File: config.mk
export PLATFORM = sky130hd
export DESIGN_NAME = telemetry_frame_checker_core
export DESIGN_NICKNAME = d
export VERILOG_FILES = /design/src/design/tfc_pkg.sv /design/src/design/telemetry_frame_checker_core.sv
export SDC_FILE = /design/constraint.sdc
export NUM_CORES = 1
export LEC_CHECK = 0
export ABC_AREA = 0
export BUFFER_PORTS_ARGS = -buffer_cell sky130_fd_sc_hd__buf_2
export CORE_MARGIN = 3
export CORE_UTILIZATION = 35
export DETAILED_ROUTE_END_ITERATION = 12
export GPL_TIMING_DRIVEN = 1
export SLEW_MARGIN = 20
export SYNTH_ARGS = -nofsm -noshare
export SYNTH_HDL_FRONTEND = slang
export SYNTH_SLANG_ARGS = --single-unit
File: constraint.sdc
create_clock -name clk -period 6.29 [get_ports clk]
set_input_delay 0.9435 -clock clk [delete_from_list [all_inputs] [get_ports clk]]
set_output_delay 0.9435 -clock clk [all_outputs]
set_load 0.02 [all_outputs]
File: src/design/tfc_pkg.sv
`timescale 1ns / 1ps
`default_nettype none

package tfc_pkg;

  localparam int HEADER_BYTES = 36;

  localparam logic [31:0] MIN_LEN    = 32'(HEADER_BYTES + 8);
  localparam logic [31:0] LINK_POS   = 32'(HEADER_BYTES);
  localparam logic [31:0] LINK_END   = 32'(HEADER_BYTES + 4);
  localparam logic [31:0] APP_HI_POS = 32'(HEADER_BYTES + 4);
  localparam logic [31:0] APP_LO_POS = 32'(HEADER_BYTES + 5);
  localparam logic [31:0] PLEN_MIN   = 32'd8;

  localparam logic [31:0] PREAMBLE  = 32'hA1B2_C3D4;
  localparam logic [31:0] POSTAMBLE = ~PREAMBLE;
  localparam logic [31:0] CRC_POLY  = 32'hEDB8_8320;
  localparam logic [31:0] ALL_ONES  = 32'hFFFF_FFFF;

  localparam logic [2:0] ST_OK         = 3'd0;
  localparam logic [2:0] ST_TOO_SHORT  = 3'd1;
  localparam logic [2:0] ST_BAD_PRE    = 3'd2;
  localparam logic [2:0] ST_BAD_LEN    = 3'd3;
  localparam logic [2:0] ST_INCOMPLETE = 3'd4;
  localparam logic [2:0] ST_PAY_SHORT  = 3'd5;
  localparam logic [2:0] ST_UNKNOWN_ID = 3'd6;

  localparam logic [1:0] CLS_NONE   = 2'd0;
  localparam logic [1:0] CLS_BEACON = 2'd1;
  localparam logic [1:0] CLS_REPORT = 2'd2;

  localparam logic [7:0] CFG_CRC_EN    = 8'd0;
  localparam logic [7:0] CFG_TLM_TYPE  = 8'd1;
  localparam logic [7:0] CFG_BEACON_ID = 8'd2;
  localparam logic [7:0] CFG_REPORT_ID = 8'd3;

  function automatic logic [31:0] crc_byte(input logic [31:0] crc, input logic [7:0] b);
    logic [31:0] c;
    c = crc ^ {24'd0, b};
    for (int k = 0; k < 8; k++) begin
      c = c[0] ? ((c >> 1) ^ CRC_POLY) : (c >> 1);
    end
    return c;
  endfunction

  function automatic logic [31:0] place(input logic [31:0] word, input logic [1:0] off,
                                        input logic [7:0] b);
    return word | ({24'd0, b} << {off, 3'b000});
  endfunction

endpackage

`default_nettype wire

File: src/design/telemetry_frame_checker_core.sv
`timescale 1ns / 1ps
`default_nettype none
// a last byte reaches its out_ verdict through the input register and then the result register
// throughput: one byte per cycle, set by the byte-wide crc update between input and result register
// a byte with last set waits in the input register only while an unread verdict is stalled
// reset (rst_n low, synchronous) clears frame state, empties both registers, restores config
module telemetry_frame_checker_core (
  input  wire logic        clk,
  input  wire logic        rst_n,
  input  wire logic        in_valid,
  output logic             in_stall,
  input  wire logic [7:0]  in_data_byte,
  input  wire logic        in_last_byte,
  output logic             out_valid,
  input  wire logic        out_stall,
  output logic [2:0]       out_status,
  output logic [1:0]       out_msg_class,
  output logic             out_crc_mismatch,
  output logic             out_postamble_bad,
  output logic             out_type_unsupported,
  output logic [31:0]      out_frame_length,
  output logic [31:0]      out_payload_length,
  output logic [31:0]      out_link_id,
  output logic [15:0]      out_app_msg_id,
  input  wire logic        cfg_valid,
  output logic             cfg_ready,
  input  wire logic [7:0]  cfg_index,
  input  wire logic [31:0] cfg_data
);

  logic        in_v_r;
  logic [7:0]  byte_r;
  logic        last_r;

  logic        crc_en_r;
  logic [31:0] tlm_type_r;
  logic [15:0] beacon_id_r;
  logic [15:0] report_id_r;

  logic [31:0] count_r, count_nxt;
  logic [31:0] pre_r, pre_nxt;
  logic [31:0] len_r, len_nxt;
  logic [31:0] type_r, type_nxt;
  logic [31:0] crc_r, crc_nxt;
  logic [31:0] rx_crc_r, rx_crc_nxt;
  logic [31:0] trail_r, trail_nxt;
  logic [31:0] link_r, link_nxt;
  logic [15:0] app_r, app_nxt;

  logic        out_valid_r;
  logic [2:0]  status_r, status_nxt;
  logic [1:0]  cls_r, cls_nxt;
  logic        crcbad_r, crcbad_nxt;
  logic        postbad_r, postbad_nxt;
  logic        typebad_r, typebad_nxt;
  logic [31:0] flen_r, flen_nxt;
  logic [31:0] plen_r, plen_nxt;
  logic [31:0] link_out_r, link_out_nxt;
  logic [15:0] app_out_r, app_out_nxt;

  logic        out_free;
  logic        proc;
  logic        accept;
  logic [1:0]  tail_off;
  logic [31:0] plen_calc;

  assign out_free  = !out_valid_r || !out_stall;
  assign proc      = in_v_r && (!last_r || out_free);
  assign in_stall  = in_v_r && !proc;
  assign accept    = in_valid && !in_stall;
  assign cfg_ready = 1'b1;

  // input register
  always_ff @(posedge clk) begin
    if (!rst_n) begin
      in_v_r <= 1'b0;
    end else if (!in_stall) begin
      in_v_r <= in_valid;
    end
    if (accept) begin
      byte_r <= in_data_byte;
      last_r <= in_last_byte;
    end
  end

  // frame state update for the byte in the input register
  always_comb begin
    pre_nxt    = pre_r;
    len_nxt    = len_r;
    type_nxt   = type_r;
    crc_nxt    = crc_r;
    rx_crc_nxt = rx_crc_r;
    trail_nxt  = trail_r;
    link_nxt   = link_r;
    app_nxt    = app_r;
    tail_off   = count_r[1:0] - len_r[1:0];

    if (count_r < 32'd4) begin
      pre_nxt = tfc_pkg::place(pre_r, count_r[1:0], byte_r);
    end else if (count_r < 32'd8) begin
      len_nxt = tfc_pkg::place(len_r, count_r[1:0], byte_r);
    end else if (count_r < 32'd12) begin
      type_nxt = tfc_pkg::place(type_r, count_r[1:0], byte_r);
    end

    if (count_r < 32'd8) begin
      crc_nxt = tfc_pkg::crc_byte(crc_r, byte_r);
    end else if (len_r >= 32'd8) begin
      if (count_r < len_r - 32'd8) begin
        crc_nxt = tfc_pkg::crc_byte(crc_r, byte_r);
      end else if (count_r < len_r - 32'd4) begin
        rx_crc_nxt = tfc_pkg::place(rx_crc_r, tail_off, byte_r);
      end else if (count_r < len_r) begin
        trail_nxt = tfc_pkg::place(trail_r, tail_off, byte_r);
      end
    end

    if (count_r >= tfc_pkg::LINK_POS && count_r < tfc_pkg::LINK_END) begin
      link_nxt = tfc_pkg::place(link_r, count_r[1:0] - tfc_pkg::LINK_POS[1:0], byte_r);
    end else if (count_r == tfc_pkg::APP_HI_POS) begin
      app_nxt = {byte_r, app_r[7:0]};
    end else if (count_r == tfc_pkg::APP_LO_POS) begin
      app_nxt = {app_r[15:8], byte_r};
    end

    count_nxt = (count_r == tfc_pkg::ALL_ONES) ? count_r : count_r + 32'd1;
  end

  // verdict from the state after this byte
  always_comb begin
    status_nxt   = tfc_pkg::ST_TOO_SHORT;
    cls_nxt      = tfc_pkg::CLS_NONE;
    crcbad_nxt   = 1'b0;
    postbad_nxt  = 1'b0;
    typebad_nxt  = 1'b0;
    flen_nxt     = 32'd0;
    plen_nxt     = 32'd0;
    link_out_nxt = 32'd0;
    app_out_nxt  = 16'd0;
    plen_calc    = len_nxt - tfc_pkg::MIN_LEN;

    if (count_nxt >= tfc_pkg::MIN_LEN) begin
      flen_nxt = len_nxt;
      if (pre_nxt != tfc_pkg::PREAMBLE) begin
        status_nxt = tfc_pkg::ST_BAD_PRE;
      end else begin
        typebad_nxt = (type_nxt != tlm_type_r);
        if (len_nxt < tfc_pkg::MIN_LEN) begin
          status_nxt = tfc_pkg::ST_BAD_LEN;
        end else if (count_nxt < len_nxt) begin
          status_nxt = tfc_pkg::ST_INCOMPLETE;
        end else begin
          plen_nxt    = plen_calc;
          crcbad_nxt  = crc_en_r && (rx_crc_nxt != ~crc_nxt);
          postbad_nxt = (trail_nxt != tfc_pkg::POSTAMBLE);
          if (plen_calc < tfc_pkg::PLEN_MIN) begin
            status_nxt = tfc_pkg::ST_PAY_SHORT;
          end else begin
            link_out_nxt = link_nxt;
            app_out_nxt  = app_nxt;
            if (app_nxt == beacon_id_r) begin
              status_nxt = tfc_pkg::ST_OK;
              cls_nxt    = tfc_pkg::CLS_BEACON;
            end else if (app_nxt == report_id_r) begin
              status_nxt = tfc_pkg::ST_OK;
              cls_nxt    = tfc_pkg::CLS_REPORT;
            end else begin
              status_nxt = tfc_pkg::ST_UNKNOWN_ID;
            end
          end
        end
      end
    end
  end

  // config registers
  always_ff @(posedge clk) begin
    if (!rst_n) begin
      crc_en_r    <= 1'b1;
      tlm_type_r  <= 32'd0;
      beacon_id_r <= 16'd0;
      report_id_r <= 16'd0;
    end else if (cfg_valid && cfg_ready) begin
      unique case (cfg_index)
        tfc_pkg::CFG_CRC_EN:    crc_en_r    <= cfg_data[0];
        tfc_pkg::CFG_TLM_TYPE:  tlm_type_r  <= cfg_data;
        tfc_pkg::CFG_BEACON_ID: beacon_id_r <= cfg_data[15:0];
        tfc_pkg::CFG_REPORT_ID: report_id_r <= cfg_data[15:0];
        default: ;
      endcase
    end
  end

  // frame state, cleared after each verdict
  always_ff @(posedge clk) begin
    if (!rst_n || (proc && last_r)) begin
      count_r  <= 32'd0;
      pre_r    <= 32'd0;
      len_r    <= 32'd0;
      type_r   <= 32'd0;
      crc_r    <= tfc_pkg::ALL_ONES;
      rx_crc_r <= 32'd0;
      trail_r  <= 32'd0;
      link_r   <= 32'd0;
      app_r    <= 16'd0;
    end else if (proc) begin
      count_r  <= count_nxt;
      pre_r    <= pre_nxt;
      len_r    <= len_nxt;
      type_r   <= type_nxt;
      crc_r    <= crc_nxt;
      rx_crc_r <= rx_crc_nxt;
      trail_r  <= trail_nxt;
      link_r   <= link_nxt;
      app_r    <= app_nxt;
    end
  end

  // result register
  always_ff @(posedge clk) begin
    if (!rst_n) begin
      out_valid_r <= 1'b0;
    end else if (out_free) begin
      out_valid_r <= proc && last_r;
    end
    if (proc && last_r) begin
      status_r   <= status_nxt;
      cls_r      <= cls_nxt;
      crcbad_r   <= crcbad_nxt;
      postbad_r  <= postbad_nxt;
      typebad_r  <= typebad_nxt;
      flen_r     <= flen_nxt;
      plen_r     <= plen_nxt;
      link_out_r <= link_out_nxt;
      app_out_r  <= app_out_nxt;
    end
  end

  assign out_valid            = out_valid_r;
  assign out_status           = status_r;
  assign out_msg_class        = cls_r;
  assign out_crc_mismatch     = crcbad_r;
  assign out_postamble_bad    = postbad_r;
  assign out_type_unsupported = typebad_r;
  assign out_frame_length     = flen_r;
  assign out_payload_length   = plen_r;
  assign out_link_id          = link_out_r;
  assign out_app_msg_id       = app_out_r;

endmodule

`default_nettype wire

* Word-level counts from Yosys, hierarchy flattened
Index checks and enable logic that the tools add are counted.
Storage, ports and cells: logic and storage cells 141, output and inout port bits 123, register bits 468, input bits 54
Cells by class: add/sub/neg operators 5, order comparisons 13, shifts and indexed selects 2, equal/unequal tests 12, reduce and logical (&&, ||, !) cells 25, bitwise gates (word level) 17, multiplexer cells 39
Operator list (number):
- 32-bit 2-to-1 mux | 28
- 32-bit bitwise OR | 6
- 32-bit < comparator | 4
- 13-bit NOT with 14-bit output | 8
- 32-bit by 4-bit < comparator with 1-bit output (second input constant) | 3
- 32-bit by 6-bit == test with 1-bit output (second input constant) | 2
- 32-bit by 6-bit >= comparator with 1-bit output (second input constant) | 2
- 32-bit by 6-bit < comparator with 1-bit output (second input constant) | 2
- 32-bit != test | 2
- 8-bit by 5-bit << shifter with 32-bit output | 2
- 32-bit by 1-bit adder with 32-bit output (second input constant) | 1
- 16-bit == test | 2
- 32-bit == test (second input constant) | 1
- 32-bit by 4-bit >= comparator with 1-bit output (second input constant) | 1
- 32-bit by 3-bit < comparator with 1-bit output (second input constant) | 1
- 16-bit 2-to-1 mux | 2
- 32-bit by 31-bit != test with 1-bit output (second input constant) | 1
- 32-bit != test (second input constant) | 1
- 32-bit NOT | 1
- 32-bit by 3-bit subtractor with 32-bit output (second input constant) | 1
- 32-bit by 4-bit subtractor with 32-bit output (second input constant) | 1
- 32-bit by 6-bit subtractor with 32-bit output (second input constant) | 1
- 32-bit by 8-bit bitwise XOR with 32-bit output | 1
- 8-bit by 2-bit == test with 1-bit output (second input constant) | 2
- 17 further kinds | 37

* Logic depth before layout (Yosys ltp)
Gate-level depths: netlist (run 1).
depth in word-level cells 23, gate-level depth with buffers 23, mapped depth without buffers 20

* Worst setup path before layout (run 1)
OpenSTA, ideal clock, no wires.
kind reg-to-reg, start point register len_r[16], end point register postbad_r (netlist: out_postamble_bad) (data pin), clock period less this slack 5.457 ns, data arrival time 5.191 ns, slack 0.833 ns, required time 6.024 ns, stages on the path, launching flop included 23, buffers on the path 3, library setup time 0.266 ns, path through dfxtp_1 > clkbuf_1 > inv_1 > nand4_1 > or3_1 > or3_1 > or4_1 > nor4b_1 > nand3_1 > xnor2_1 > ha_1 > o21ai_0 > a21oi_1 > o31ai_1 > o21ai_1 > o21ai_0 > nor4b_1 > clkbuf_1 > and2_1 > clkbuf_1 > a21oi_1 > nor4b_1 > a31oi_1
On the way: longest elaborated chain between the ends 7, elaborated cells between the ends (all ways) 18, those cells by class 2 x add/sub; 6 x order compare; 1 x eq/ne; 7 x mux; 1 x bitwise; 1 x reduce/logical
Ends and longest elaborated chain:
- start, declared | line telemetry_frame_checker_core.sv:42 | logic [31:0] len_r, len_nxt;
- start signal, assigned | line telemetry_frame_checker_core.sv:209 | len_r <= len_nxt;
- 32-bit by 3-bit subtractor with 32-bit output / 32-bit < comparator (equally long branches) | line telemetry_frame_checker_core.sv:111, telemetry_frame_checker_core.sv:113
- 32-bit < comparator / 32-bit 2-to-1 mux (equally long branches) | line telemetry_frame_checker_core.sv:111, telemetry_frame_checker_core.sv:113
- 32-bit 2-to-1 mux | line telemetry_frame_checker_core.sv:111 | end else if (count_r < len_r - 32'd4) begin
- 32-bit 2-to-1 mux | line telemetry_frame_checker_core.sv:109 | if (count_r < len_r - 32'd8) begin
- 32-bit 2-to-1 mux | line telemetry_frame_checker_core.sv:108 | end else if (len_r >= 32'd8) begin
- 32-bit 2-to-1 mux | line telemetry_frame_checker_core.sv:106 | if (count_r < 32'd8) begin
- 32-bit by 31-bit != test with 1-bit output | line telemetry_frame_checker_core.sv:155 | postbad_nxt = (trail_nxt != tfc_pkg::POSTAMBLE);
- end signal, assigned | line telemetry_frame_checker_core.sv:230 | postbad_r <= postbad_nxt;
- end, declared | line telemetry_frame_checker_core.sv:54 | logic postbad_r, postbad_nxt;
Several ways; a longest one is shown, not always the timed one. A chain may end at the register's enable or synchronous reset.

* Worst setup path in the final report (run 1)
start point register len_r[15], end point register crcbad_r (netlist: out_crc_mismatch) (data pin)
On the way: longest elaborated chain between the ends 8, elaborated cells between the ends (all ways) 21, those cells by class 2 x add/sub; 5 x order compare; 1 x eq/ne; 9 x mux; 2 x bitwise; 2 x reduce/logical
Ends and longest elaborated chain:
- 32-bit by 3-bit subtractor with 32-bit output / 32-bit by 4-bit subtractor with 32-bit output (equally long branches) | line telemetry_frame_checker_core.sv:111, telemetry_frame_checker_core.sv:109
- 32-bit < comparator, on equally long branches | line telemetry_frame_checker_core.sv:111, telemetry_frame_checker_core.sv:109
- 32-bit 2-to-1 mux, on equally long branches | line telemetry_frame_checker_core.sv:111, telemetry_frame_checker_core.sv:109
- 32-bit 2-to-1 mux, on equally long branches | line telemetry_frame_checker_core.sv:109, telemetry_frame_checker_core.sv:108
- 32-bit 2-to-1 mux, on equally long branches | line telemetry_frame_checker_core.sv:108, telemetry_frame_checker_core.sv:106
- 32-bit 2-to-1 mux / 32-bit NOT (equally long branches) | line telemetry_frame_checker_core.sv:106, telemetry_frame_checker_core.sv:154
- 32-bit != test | line telemetry_frame_checker_core.sv:154 | crcbad_nxt = crc_en_r && (rx_crc_nxt != ~crc_nxt);
- 1-bit logical AND | line telemetry_frame_checker_core.sv:154
- end signal, assigned | line telemetry_frame_checker_core.sv:229 | crcbad_r <= crcbad_nxt;
- end, declared | line telemetry_frame_checker_core.sv:53 | logic crcbad_r, crcbad_nxt;
Several ways; a longest one is shown, not always the timed one.

==> flow_summary.json, run 1 <==
{
  "placed_area_um2": 28540,
  "grtUsageMet3_pct": 4.159,
  "totalWireLength_um": 94150,
  "grt_antenna_before_repair": 1,
  "grt_max_degree": 99,
  "finalCriticalPeriod_ns": 5.888,
  "finalMaxSlewViolations": 0,
  "syn_avg_cell_area_um2": 8.501,
  "cp.required_ns": 6.62,
  "cap_violations": 0,
  "yosysMostFrequentCell": "nor2_1",
  "die_x_um": 279.9,
  "syn_area_um2": 26260,
  "ys_seq_elements": 468,
  "synthDistinctLibCells": 86,
  "rows": 99,
  "setup_viol": 0,
  "synthCells": 3089,
  "crit_path_max_incr_delay_ns": 0.62,
  "dieHeight_um": 279.9,
  "top_usage_layer": "met2",
  "ir_drop_uv": 192.8,
  "use_met1_pct": 32.88,
  "drt_iter0_markers": 2944,
  "instances_no_fill": 4217,
  "nets": 3397,
  "status": "completed",
  "hold_viol": 0,
  "grt_pass1_wl_um": 140900,
  "regArea_um2": 10660,
  "ys_top_cells_by_count": "388 x nor2_1, 339 x dfxtp_1, 327 x a21oi_1, 254 x nand2_1, 180 x clkbuf_1",
  "finalCritPeriodShare_pct": 93.61,
  "postCtsSetupBuffers": 0,
  "end_kind": "flop",
  "worstPathArrival_ns": 6.22,
  "clk_pin_slew_worst_paths_ns": 0.07,
  "hpwl_um": 68630,
  "clockRootBuffer": "clkbuf_16",
  "crit_fanout": 40,
  "worstPathCellList": "inv_1 -> nand4_1 -> or3_1 -> or3_1 -> or4_1 -> nor4b_1 -> nand2_1 -> xnor2_1 -> ha_1 -> nand4_1 -> inv_1 -> a221o_1 -> or4_1 -> buf_12 -> a21oi_1 -> or3_1 -> nand4_1 -> nor4_1 -> a41oi_1",
  "yosysTopAreaCell": "dfxtp_1",
  "synthTopCellsByArea": "dfxtp_1 26%, edfxtp_1 15%, a21oi_1 6.2%",
  "nFillCells": 7457,
  "synthArstFlopShare_pct": 0,
  "routed-via-count": 24457,
  "use_met2_pct": 35.46,
  "grt-ovfl-total": 0,
  "slowest_stage": "or4_1",
  "start_kind": "flop",
  "io_buffers": 175,
  "design_area_um2": 30080,
  "synthDominantCellAreaShare_pct": 25.84,
  "cts_max_level": 2,
  "worst-setup-path-type": "flop to flop",
  "placed_cells": 4126,
  "synth_edf_count": 129,
  "multi_input_area_um2": 14460,
  "grt_usage_pct": 23.16,
  "viasPerCell": 5.800,
  "tns_ns": 0,
  "cts_made_buffers": 48,
  "fmax_ghz": 0.1698,
  "routedWlPerCell_um": 22.33,
  "clkLatencyLatePin_ns": 0.61,
  "ios": 177,
  "dr.pass1.iters": 6,
  "synth_top_flop_cell": "dfxtp_1",
  "coreArea_um2": 73580,
  "hold_class": "flop to flop",
  "antenna_left": 0,
  "start_util_pct": 35.69,
  "skew_ns": 0.02739,
  "drc": 0,
  "cts_buffer_depth": 3,
  "yosysSeqAreaShare_pct": 40.60,
  "cts.sinks": 468,
  "whs_ns": 0.4665,
  "synth_nets": 3269,
  "worst_pin_slew_ns": 1.138,
  "rsz0062_at_grt": "false",
  "cts_tree": "yes",
  "power.density_nw_per_um2": 228.7,
  "maxSlewHeadroom_pct": 23.95,
  "ys_warn_count": 0,
  "grt_pass1_vias": 22469,
  "drive_above_1_share_pct": 13.54,
  "die_area_um2": 78350,
  "gp_congestion": 0.9832,
  "p_leak_uw": 0.01169,
  "area.growth.synth_to_final_pct": 14.54
}
-- power by group --
group,internal (uW),total [uW],switching (uW)
clock network,1520,2820,1300
registers,3120,3160,36.5
logic,326,897,571
total,4970,6880,1910
-- cells in the final DEF (no fill, tap or decap), types with 36 or more instances in the layout --
cell type | Yosys | layout
nand4_1 | 47 | 47
a21oi_1 | 327 | 327
a21boi_0 | 56 | 56
dfxtp_1 | 339 | 339
nand2_1 | 254 | 252
nand3_1 | 79 | 79
nor2_1 | 388 | 387
xor2_1 | 77 | 77
clkbuf_16 | 0 | 48
inv_1 | 69 | 68
nor4_1 | 47 | 45
ha_1 | 125 | 125
a211oi_1 | 48 | 48
buf_4 | 10 | 125
a31oi_1 | 120 | 119
edfxtp_1 | 129 | 129
o21ai_0 | 79 | 79
xnor2_1 | 159 | 159
nor3_1 | 87 | 83
or3_1 | 36 | 36
buf_2 | 28 | 175
-- flip-flops by register name, summed over array words and instances, names as in the netlist, 2 cells and up --
signal and cells:
app_r 16, beacon_id_r 16, byte_r 8, count_r 32, crc_r 32, len_r 32
link_r 32, out_app_msg_id 16, out_frame_length 32, out_link_id 32, out_msg_class 2, out_payload_length 32
out_status 3, pre_r 32, report_id_r 16, rx_crc_r 32, tlm_type_r 32, trail_r 32
type_r 32
-- final cells by class --
type | count | share of cell area [%]
Tap cell | 959 | 3.989
Clock inverter | 28 | 0.7571
Timing Repair Buffer | 307 | 6.498
Sequential cell | 468 | 35.44
Antenna cell | 1 | 0.008320
Clock buffer | 62 | 4.301
Inverter | 73 | 0.9193
Multi-Input combinational cell | 2319 | 48.08
-- worst max-delay path: cells and delay by family, from the launching register on --
kind	cells	cell delay (ns)
xor+xnor	1	0.15
buf+inv	3	0.48
fa+ha+maj	1	0.30
simple gates	11	3.43
compound gates	3	0.86
flops	1	0.38
-- path summary, 6_finish.rpt --
path / startpoint / endpoint / slack (ns) / depth (start not counted)
min: link_r[24]$_SDFFE_PP0P_ / link_r[24]$_SDFFE_PP0P_ / 0.47 / 2
max reg2reg: len_r[15]$_SDFFE_PP0P_ / out_crc_mismatch$_SDFFCE_PP0P_ / 0.40 / 19
min reg2reg: link_r[24]$_SDFFE_PP0P_ / link_r[24]$_SDFFE_PP0P_ / 0.47 / 2
max: len_r[15]$_SDFFE_PP0P_ / out_crc_mismatch$_SDFFCE_PP0P_ / 0.40 / 19
-- layer usage --
layer  up-vias  part of all wire, %
li1      11400                    -
met1     11796                   44
met2      1094                   44
met3       167                  8.7
met4         0                  3.7
met5         -                    0
-- logic make-up (layout without fill, tap and decap cells) --
group,count (synthesis),count (layout),synth area share (%)
flip-flops,468,468,40.60
adder cells (fa/ha/maj),126,126,6.032
AO/OA/AOI/OAI,822,822,19.59
other,1,2,0.01428
AND/OR/NAND/NOR,1102,1102,20.03
multiplexers,32,32,1.239
XOR/XNOR,236,236,7.872
buffers and inverters,302,470,4.627
-- stage by stage --
step	setup WS [ns]	total power [uW]	util, %
after floorplan	0.8330	3833	-
after global placement	0.4692	4100	38.79
after detailed placement	0.3684	4102	38.79
after CTS	0.3211	6906	40.85
after global routing	0.06473	7104	40.88
final	0.4016	6878	40.88
-- what timing repair did --
action                                 in CTS  in global routing
gates resized for setup                     0                  3
setup endpoints to repair                   0                  1
hold buffers                                0                  0
endpoints found under the hold margin       0                  0
(Power assumes the default switching activity.)
==> run 2: changes to the inputs <==
--- a/config.mk
+++ b/config.mk
@@ -8,9 +8,11 @@
 export ABC_AREA = 0
 export BUFFER_PORTS_ARGS = -buffer_cell sky130_fd_sc_hd__buf_2
 export CORE_MARGIN = 3
-export CORE_UTILIZATION = 35
+export CORE_UTILIZATION = 49
 export DETAILED_ROUTE_END_ITERATION = 12
 export GPL_TIMING_DRIVEN = 1
+export PLACE_DENSITY = 0.67
+export RECOVER_POWER = 100
 export SLEW_MARGIN = 20
 export SYNTH_ARGS = -nofsm -noshare
 export SYNTH_HDL_FRONTEND = slang
==> run 2 against run 1 <==
The flow now finishes with violations (capacitance limit, slew limit). Clock skew down 0.0053 ns. Power up 3.4%. Flip-flop and latch count unchanged. Clock-buffer cell count up 12. Critical path type unchanged. Largest power group unchanged.
==> flow_summary.json, run 2 (synthesis results as in run 1) <==
{
  "cap_violations": 7,
  "drc": 0,
  "ios": 177,
  "pre_cts_ws_ns": 0.2519,
  "die_area_um2": 56400,
  "clockRootBuffer": "clkbuf_16",
  "hold_viol": 0,
  "die_x_um": 237.5,
  "drive_above_1_share_pct": 9.281,
  "hpwl_um": 68300,
  "grt_pass1_vias": 23273,
  "worst-setup-path-type": "flop to flop",
  "reg2reg_depth": 15,
  "finalCriticalPeriod_ns": 5.942,
  "grt_max_degree": 93,
  "finalMaxSlewViolations": 351,
  "grt-ovfl-total": 0,
  "totalWireLength_um": 94300,
  "routedWlPerCell_um": 23.92,
  "cts_made_buffers": 50,
  "skew_ns": 0.02212,
  "holdPathStages": 2,
  "routed-via-count": 24638,
  "finalCritPeriodShare_pct": 94.47,
  "placed_area_um2": 28080,
  "hold_class": "flop to flop",
  "p_leak_uw": 0.01123,
  "crit_fanout": 32,
  "viasPerCell": 6.249,
  "tns_ns": 0,
  "rrSetupSlack_ns": 0.35,
  "io_buffers": 175,
  "worst_pin_slew_ns": 3.079,
  "cts.sinks": 468,
  "cp.required_ns": 6.67,
  "design_area_um2": 29620,
  "clkLatencyLatePin_ns": 0.62,
  "cts_max_level": 2,
  "dr.pass1.iters": 6,
  "ir_drop_uv": 238.2,
  "nets": 3392,
  "final_common_cell": "nor2_1",
  "grt_pass1_wl_um": 141900,
  "cts_buffer_depth": 3,
  "start_kind": "flop",
  "status": "finished, violations left",
  "area.growth.synth_to_final_pct": 12.79,
  "antenna_left": 0,
  "cts_tree": "yes",
  "end_kind": "flop",
  "rsz0062_at_grt": "false",
  "setup_viol": 0,
  "clk_pin_slew_worst_paths_ns": 0.06,
  "grt_usage_pct": 32.37,
  "maxSlewHeadroom_pct": -105.3,
  "violations": "capacitance limit, slew limit",
  "worstPathArrival_ns": 6.32,
  "grt_antenna_before_repair": 0,
  "fmax_ghz": 0.1683,
  "fin_ws_ns": 0.3479,
  "coreArea_um2": 52760,
  "drt_iter0_markers": 2596,
  "power.density_nw_per_um2": 240.2,
  "dieHeight_um": 237.5,
  "start_util_pct": 49.77,
  "gp_congestion": 0.9876,
  "rows": 84,
  "placed_cells": 3847,
  "mostFrequentLayoutCells": "387 x nor2_1, 339 x dfxtp_1, 327 x a21oi_1",
  "instances_no_fill": 3943
}
[run 2: cell count changes in the layout (fill, tap and decap cells not counted), sizes merged]
cell and change:
buf -141, clkinv +1, clkinvlp -5, clkbuf +146
bufinv +1, inv -5
[run 2: layout make-up]
type | count | area, um^2
fillers | 4914 | 23140
multi-input cells | 2319 | 14450
flip-flops and latches | 468 | 10660
repair buffers | 300 | 1658
clock buffers | 74 | 1505
well taps | 688 | 860.8
inverters | 73 | 274.0
clock inverters | 20 | 205.2
diodes | 1 | 2.502
[run 2: metrics by stage]
stage          total power [uW]  util, %  hold WS, ns
2_1_floorplan              3833        -       0.4367
3_3_place_gp               4094    53.23       0.4474
3_5_place_dp               4100    53.23       0.4559
4_1_cts                    7136    56.47       0.4720
5_1_grt                    7354    56.13       0.4903
6_report                   7115    56.14       0.4680
[run 2: report_power, final]
group	total, uW	leakage, uW	switching (uW)	internal, uW
logic	890	0.00628	573	317
registers	3160	0.00411	37.4	3130
clock network	3060	0.000841	1310	1750
[run 2: layer usage]
metal	wire (um)	share of wire, %	GRT usage [%]
met2	41980	45	50.68
met4	4914	5.2	15.21
met5	0	0	0
met3	7644	8.1	6.068
met1	39760	42	43.53
[run 2: worst paths after layout]
check	from	endpoint
hold reg to reg	link_r[0]$_SDFFE_PP0P_	link_r[0]$_SDFFE_PP0P_
hold / removal	link_r[0]$_SDFFE_PP0P_	link_r[0]$_SDFFE_PP0P_
setup reg to reg	count_r[9]$_SDFFE_PP0P_	out_payload_length[27]$_SDFFCE_PP0P_
setup / recovery	count_r[9]$_SDFFE_PP0P_	out_payload_length[27]$_SDFFCE_PP0P_
[run 2: critical path, stage by stage (launching register included)]
cell and delay, ns:
dfxtp_1 0.62, nand3_1 0.38, or4_1 0.76, nor4_2 0.77, nand2b_1 0.25, nor2_1 0.10, xor2_1 0.31, ha_1 0.32
a21o_1 0.19, a21oi_1 0.14, o211ai_1 0.13, o21ba_1 0.29, or4b_1 0.56, nand4b_2 0.13, clkbuf_4 0.49, and3b_1 0.25
[run 2: timing repair]
| action | 4_1_cts | 5_1_grt |
|---|---|---|
| hold buffers | 0 | 0 |
| buffers inserted | 0 | 1 |
| gates resized for setup | 0 | 6 |
| setup endpoints to repair | 0 | 2 |
